**src/hw/rtl/scmd_pkg.sv**
```systemverilog
`default_nettype none
package scmd_pkg;

	localparam int DelayDepth  = 2048;
	localparam int PtrBits     = $clog2(DelayDepth);
	localparam int SampleBits  = 24;
	localparam int SineEntries = 256;
	localparam int SineIdxBits = $clog2(SineEntries);
	localparam int PhaseBits   = 24;

	localparam logic [2:0] REG_BASE_DELAY   = 3'd0;
	localparam logic [2:0] REG_MOD_DEPTH    = 3'd1;
	localparam logic [2:0] REG_PHASE_STEP   = 3'd2;
	localparam logic [2:0] REG_PHASE_OFFSET = 3'd3;
	localparam logic [2:0] REG_WET_MIX      = 3'd4;

	typedef struct packed {
		logic signed [SampleBits-1:0] left_in;
		logic signed [SampleBits-1:0] right_in;
		logic                         is_stereo;
	} in_item_t;

	typedef struct packed {
		logic signed [SampleBits-1:0] left_out;
		logic signed [SampleBits-1:0] right_out;
	} out_item_t;

	typedef struct packed {
		logic [2:0]  index;
		logic [23:0] data;
	} cfg_beat_t;

	typedef enum logic [3:0] {
		ST_CLEAR,
		ST_IDLE,
		ST_DELAY,
		ST_ADDR,
		ST_READ,
		ST_INTERP,
		ST_MIX,
		ST_NEXT,
		ST_WRITE,
		ST_OUT
	} ctrl_state_t;

	// one channel pass: ch selects right
	typedef struct packed {
		logic clear;
		logic load;
		logic ch;
		logic calc_delay;
		logic calc_addr;
		logic latch_taps;
		logic calc_interp;
		logic calc_mix;
		logic write_store;
		logic advance;
		logic out_load;
	} dp_cmd_t;

	typedef struct packed {
		logic is_stereo;
		logic clear_last;
	} dp_status_t;

	// quarter-wave sine, Q1.15, from a fixed-point Taylor series on a Q30 angle
	function automatic logic [(SineEntries+1)*16-1:0] build_sine();
		logic [(SineEntries+1)*16-1:0] tab;
		longint unsigned               x, term;
		longint                        sum, r;
		tab = '0;
		for (int k = 0; k <= SineEntries; k++) begin
			x    = 64'd1686629713 * 64'(k) / 64'(SineEntries);
			term = x;
			sum  = longint'(x);
			for (int n = 1; n <= 6; n++) begin
				term = (term * x) >> 30;
				term = (term * x) >> 30;
				term = term / 64'((2 * n) * (2 * n + 1));
				if (n[0])
					sum = sum - longint'(term);
				else
					sum = sum + longint'(term);
			end
			if (sum < 0)
				sum = 0;
			r = longint'(($unsigned(sum) * 64'd32767 + 64'd536870912) >> 30);
			if (r > 32767)
				r = 32767;
			tab[k*16 +: 16] = 16'(r);
		end
		return tab;
	endfunction

	localparam logic [(SineEntries+1)*16-1:0] SineRom = build_sine();

endpackage
`default_nettype wire

```
**src/hw/rtl/scmd_ctrl.sv**
```systemverilog
`default_nettype none
module scmd_ctrl (
	input  wire logic                clk,
	input  wire logic                arst_n,
	input  wire logic                in_valid,
	output logic                     in_stall,
	output logic                     out_valid,
	input  wire logic                out_stall,
	output scmd_pkg::dp_cmd_t        cmd,
	input  wire scmd_pkg::dp_status_t status
);
	import scmd_pkg::*;

	ctrl_state_t state_q, state_d;
	logic        ch_q, ch_d;
	logic        ov_q, ov_d;
	logic        taps_q, taps_d;

	// taps: second read beat pending (two reads per channel)
	always_ff @(posedge clk or negedge arst_n) begin
		if (!arst_n) begin
			state_q <= ST_CLEAR;
			ch_q    <= 1'b0;
			ov_q    <= 1'b0;
			taps_q  <= 1'b0;
		end else begin
			state_q <= state_d;
			ch_q    <= ch_d;
			ov_q    <= ov_d;
			taps_q  <= taps_d;
		end
	end

	assign out_valid = ov_q;

	always_comb begin
		state_d  = state_q;
		ch_d     = ch_q;
		taps_d   = taps_q;
		ov_d     = ov_q && out_stall;
		cmd      = '0;
		cmd.ch   = ch_q;
		in_stall = 1'b1;
		case (state_q)
			ST_CLEAR: begin
				cmd.clear = 1'b1;
				if (status.clear_last)
					state_d = ST_IDLE;
			end
			ST_IDLE: begin
				in_stall = 1'b0;
				if (in_valid) begin
					cmd.load = 1'b1;
					ch_d     = 1'b0;
					state_d  = ST_DELAY;
				end
			end
			ST_DELAY: begin
				cmd.calc_delay = 1'b1;
				state_d        = ST_ADDR;
			end
			ST_ADDR: begin
				cmd.calc_addr = 1'b1;
				taps_d        = 1'b0;
				state_d       = ST_READ;
			end
			ST_READ: begin
				cmd.latch_taps = taps_q;
				cmd.calc_addr  = 1'b0;
				taps_d         = 1'b1;
				if (taps_q)
					state_d = ST_INTERP;
			end
			ST_INTERP: begin
				cmd.latch_taps  = 1'b1;
				cmd.calc_interp = 1'b1;
				state_d         = ST_MIX;
			end
			ST_MIX: begin
				cmd.calc_mix = 1'b1;
				state_d      = ST_NEXT;
			end
			ST_NEXT: begin
				if (!ch_q && status.is_stereo) begin
					ch_d    = 1'b1;
					state_d = ST_DELAY;
				end else begin
					state_d = ST_WRITE;
				end
			end
			ST_WRITE: begin
				cmd.write_store = 1'b1;
				cmd.advance     = 1'b1;
				state_d         = ST_OUT;
			end
			ST_OUT: begin
				if (!ov_q || !out_stall) begin
					cmd.out_load = 1'b1;
					ov_d         = 1'b1;
					state_d      = ST_IDLE;
				end
			end
			default: state_d = ST_IDLE;
		endcase
	end

`ifndef SYNTHESIS
	a_ch_right_stereo: assert property (@(posedge clk) disable iff (!arst_n)
		(state_q == ST_DELAY && ch_q) |-> status.is_stereo)
		else $error("right pass in mono");
	a_load_idle: assert property (@(posedge clk) disable iff (!arst_n)
		cmd.load |=> state_q == ST_DELAY && !ch_q)
		else $error("load did not start left pass");
	a_out_hold: assert property (@(posedge clk) disable iff (!arst_n)
		(out_valid && out_stall) |=> out_valid)
		else $error("result dropped");
`endif
endmodule
`default_nettype wire

```
**config.mk**
```make
export PLATFORM = sky130hd
export DESIGN_NAME = scmd_ctrl
export DESIGN_NICKNAME = d
export VERILOG_FILES = /design/src/hw/rtl/scmd_pkg.sv /design/src/hw/rtl/scmd_ctrl.sv
export SDC_FILE = /design/constraint.sdc
export NUM_CORES = 1
export LEC_CHECK = 0
export ABC_AREA = 0
export BUFFER_PORTS_ARGS = -buffer_cell sky130_fd_sc_hd__buf_2
export CAP_MARGIN = 20
export CELL_PAD_IN_SITES_DETAIL_PLACEMENT = 2
export CELL_PAD_IN_SITES_GLOBAL_PLACEMENT = 2
export CORE_MARGIN = 5
export CORE_UTILIZATION = 22
export CTS_CLUSTER_SIZE = 40
export DETAILED_ROUTE_END_ITERATION = 6
export GPL_ROUTABILITY_DRIVEN = 0
export HOLD_SLACK_MARGIN = 0.1
export PLACE_DENSITY = 0.78
export RECOVER_POWER = 100
export SYNTH_ARGS = -nofsm -noshare
export SYNTH_HDL_FRONTEND = slang
export SYNTH_SLANG_ARGS = --single-unit
```
**constraint.sdc**
```tcl
create_clock -name clk -period 0.9 [get_ports clk]
set_clock_uncertainty 0.05 [all_clocks]
set_input_delay 0.045 -clock clk [delete_from_list [all_inputs] [get_ports clk]]
set_output_delay 0.045 -clock clk [all_outputs]
set_load 0.1 [all_outputs]
```
==> impl_metrics.yaml, run 1 <==
run_status:
  lastStage: "global routing (5_1_grt)"
  status: "did not finish"
  firstError: "[ERROR DPL-0033] detailed placement checks failed during check placement."
clocking:
  cts_max_level: 1
  cts_sinks: 7
  cts_buffers: 3
  clockRootBuffer: "clkbuf_4"
  cts.path.max_buffers: 2
yosys:
  syn_nets: 58
  synth_cells: 52
  synth.top_cell.area_share: 0.378
  yosysSeqAreaShare: 0.378
  synth.avg_cell_area_um2: 8.90
  yosysWarnings: 0
  synth_area_leaders: "dfrtp_1, buf_4, buf_6, nor3_1, a31oi_1"
  ys_ff_latch: 7
  yosysUniqueCellTypes: 29
  synth_area_um2: 463
  yosysTopAreaCell: "dfrtp_1"
die:
  rows: 16
  io_pins: 19
  initial_core_util: 0.234
  fp.dieW_um: 55.9
  die_h_um: 55.9
placed_design:
  dp_hpwl_mm: 1.51
  dp_slack_ns: -0.417
  numPortBuffers: 18
timing:
  worstEndpointGrtRepair: "cmd[10]"
  worst-ep-kind: "primary output"
grt:
  grt_start_max_net_pins: 8
  antenna_found_initial: 0
kinds of logic after synthesis:
kind of cell | share of synthesized area
compound gates | 0.165
simple gates | 0.308
flops | 0.378
buf+inv | 0.130
xor+xnor | 0.0189
cells in the mapped netlist:
| library cell | count |
|---|---|
| o2bb2ai_1 | 1 |
| and3_4 | 1 |
| nand2_2 | 1 |
| inv_2 | 1 |
| xor2_1 | 1 |
| nor3b_1 | 1 |
| nor2b_1 | 1 |
| buf_6 | 2 |
| o31ai_1 | 1 |
| o21ai_1 | 1 |
| nand3_1 | 1 |
| a21oi_1 | 1 |
| a31oi_1 | 3 |
| nor2_2 | 1 |
| o221ai_1 | 1 |
| o21ai_0 | 1 |
| buf_4 | 4 |
| a2bb2oi_1 | 1 |
| nor3_1 | 4 |
| and3_1 | 1 |
| nor4_1 | 1 |
| nor2_1 | 5 |
| nand2_1 | 5 |
| dfrtp_1 | 7 |
| nand2b_4 | 1 |
| nand2b_1 | 1 |
| a211o_1 | 1 |
| and2b_4 | 1 |
| inv_1 | 1 |
per-stage QoR:
step | instance area [um2] | instances | hold WS, ns | TNS, ns | util
after CTS | 1070 | 115 | 0.00295 | -7.98 | 0.540
after detailed placement | 965 | 107 | -0.149 | -5.08 | 0.487
after global placement | 965 | 107 | -0.159 | -4.54 | 0.487
after floorplan | 582 | 52 | -0.301 | -7.56 | -
what timing repair did:
action | in CTS
setup endpoints to repair | 20
hold endpoints to repair | 8
buffers inserted | 3
hold buffers | 1
resized for setup | 15
pin swaps | 5
==> run 2: changes to the inputs <==
==> config.mk (replaced) <==
export PLATFORM = sky130hd
export DESIGN_NAME = scmd_ctrl
export DESIGN_NICKNAME = d
export VERILOG_FILES = /design/src/hw/rtl/scmd_pkg.sv /design/src/hw/rtl/scmd_ctrl.sv
export SDC_FILE = /design/constraint.sdc
export NUM_CORES = 1
export LEC_CHECK = 0
export ABC_AREA = 0
export BUFFER_PORTS_ARGS = -buffer_cell sky130_fd_sc_hd__buf_2
export CAP_MARGIN = 20
export CORE_AREA = 5 5 66 68
export DETAILED_ROUTE_END_ITERATION = 6
export DIE_AREA = 0 0 71 73
export GPL_ROUTABILITY_DRIVEN = 0
export PLACE_DENSITY_LB_ADDON = 0.15
export RECOVER_POWER = 100
export SYNTH_ARGS = -nofsm -noshare
export SYNTH_HDL_FRONTEND = slang
export SYNTH_SLANG_ARGS = --single-unit
==> constraint.sdc (replaced) <==
create_clock -name clk -period 1.2 [get_ports clk]
set_clock_uncertainty 0.05 [all_clocks]
set_input_delay 0.06 -clock clk [delete_from_list [all_inputs] [get_ports clk]]
set_output_delay 0.06 -clock clk [all_outputs]
set_load 0.1 [all_outputs]
==> impl_metrics.yaml, run 2 <==
clocking:
  cts.path.max_buffers: 2
  clockRootBuffer: "clkbuf_8"
  cts_buffers: 3
  cts_tree: "built"
  cts_sinks: 7
  cts_max_level: 1
  clkTransAtPathRegs_ns: 0.04
  clk_latency_ns: 0.23
yosys:
  async_flop_share: 1.00
  yosysTopAreaCell: "dfrtp_1"
  yosysWarnings: 0
  yosysSeqAreaShare: 0.378
  synth.top_cell.area_share: 0.378
  ys_top_cells_by_count: "dfrtp_1, nand2_1, nor2_1, buf_4, nor3_1"
  synth_cells: 52
  yosysMostFrequentCell: "dfrtp_1"
  yosysUniqueCellTypes: 29
  synth_ff_type: "dfrtp_1"
  synth_area_um2: 463
  syn_nets: 58
  synth.avg_cell_area_um2: 8.90
  synth_area_leaders: "dfrtp_1, buf_4, buf_6, nor3_1, a31oi_1"
  ys_ff_latch: 7
  synth_edf_count: 0
run_status:
  failed_checks: "negative setup slack"
  status: "finished with violations"
timing:
  finalHoldViolCount: 0
  max_slew_margin: 0.742
  tightestPinTransition_ns: 0.387
  maxSlewViolCount: 0
  finalSetupViolCount: 13
  period_minus_slack_ns: 1.46
  whs_ns: 0.0329
  rsz0062_at_grt: "true"
  timing.final.ws_setup_ns: -0.257
  fmax_mhz: 686
  timing.final.crit_share: 1.21
route:
  drc_errors: 0
  top_layer: "met4"
  met2_length_um: 773
  num_vias: 521
  wl_met3_um: 59
  drt-total-wl_mm: 1.63
  wl_met1_um: 745
  postRouteAntennaNets: 0
  dr.pass1.iters: 4
  drt-vias-per-instance: 3.64
  drtIter0Drc: 7
  wl_per_cell_um: 11.4
placed_design:
  placed_cell_area_um2: 991
  dp_hpwl_mm: 1.28
  numPortBuffers: 18
grt:
  first_global_vias: 598
  grt_pass1_wl_mm: 2.82
  grt_start_max_net_pins: 8
  antenna_found_initial: 0
  grt_overflow: 0
  grt_util_all_layers: 0.0693
die:
  initial_core_util: 0.122
  io_pins: 19
  rows: 23
  fp.dieW_um: 71
  die_area_mm2: 0.00518
  die_h_um: 73
  core_mm2: 0.00380
layout:
  design_area_mm2: 0.00119
  n_antenna_cell: 0
  drive_gt1_frac: 0.796
  final_cell_mix: "buf_12, buf_6, buf_4"
  fill_cells: 404
  finalNetCount: 100
  syn_to_final_growth_pct: 158
  top_register: "state_q"
  largest_reg_flops: 4
setup_path:
  worstSetupPathType: "reg -> out"
  required_ns: 1.09
  worst_ep_arrival_time_ns: 1.35
  crit_fanout: 5
  worstSetupEndpointType: "output port"
  cp-start-kind: "register"
hold_path:
  hold_class: "in -> reg"
run:
  drv_cap: 0
run 2: cell counts after synthesis:
No cell type changed its count.
run 2: worst paths after layout:
check / from / endpoint / slack (ns) / cells past startpoint
max in group asynchronous: arst_n / out_valid / 0.58 / 2
min in group asynchronous: arst_n / out_valid / 0.21 / 2
worst min-delay path: out_stall / out_valid / 0.03 / 3
worst max-delay path: state_q[0] / cmd[10] / -0.26 / 3
worst max register to register: state_q[2] / state_q[0] / -0.04 / 5
worst min register to register: ch_q / ch_q / 0.50 / 2
run 2: critical path: stages (launching register included):
cell,delay (ns)
dfrtp_2,0.45
buf_6,0.15
nor4_4,0.30
buf_12,0.21
run 2: final cells by class:
class                           instances  area [um2]  area share
Clock buffer                            4        45.0      0.0377
Inverter                                2        7.51     0.00629
Multi-Input combinational cell         37         380       0.319
Sequential cell                         7         184       0.154
Tap cell                               50        62.6      0.0524
Timing Repair Buffer                   43         514       0.431
run 2: logic make-up after synthesis:
kind of cell | Yosys count | synth area share
and+or+nand+nor | 25 | 0.308
buffers and inverters | 8 | 0.130
xor gates and xnor gates | 1 | 0.0189
AOI/OAI and AO/OA | 11 | 0.165
DFF | 7 | 0.378
run 2: stage by stage:
| step | utilization | setup WS [ns] | instances | setup TNS, ns |
|---|---|---|---|---|
| after CTS | 0.293 | -0.272 | 140 | -2.62 |
| after global routing | 0.314 | -0.289 | 143 | -3.00 |
| after global placement | 0.261 | -0.0717 | 132 | -0.305 |
| after floorplan | - | -0.549 | 52 | -3.21 |
| final | 0.314 | -0.257 | 143 | -2.30 |
| after detailed placement | 0.261 | -0.0457 | 132 | -0.201 |
run 2: repair_timing:
action / 4_1_cts / 5_1_grt
buffers inserted: 3 / 4
endpoints found under the hold margin: 7 / 0
pin swaps: 6 / 10
hold buffers: 1 / 0
resized for setup: 11 / 21
setup endpoints to repair: 11 / 17
run 2: routing by layer:
metal / global-route usage / vias to the layer above
met3: 0.0138 / 5
met2: 0.107 / 17
met1: 0.0831 / 239
met5: 0 / -
met4: 0.0564 / 0
li1: - / 260
Power of run 2 is not shown: default switching activity piles up to over one toggle a cycle in this logic, so the estimate is an artifact.
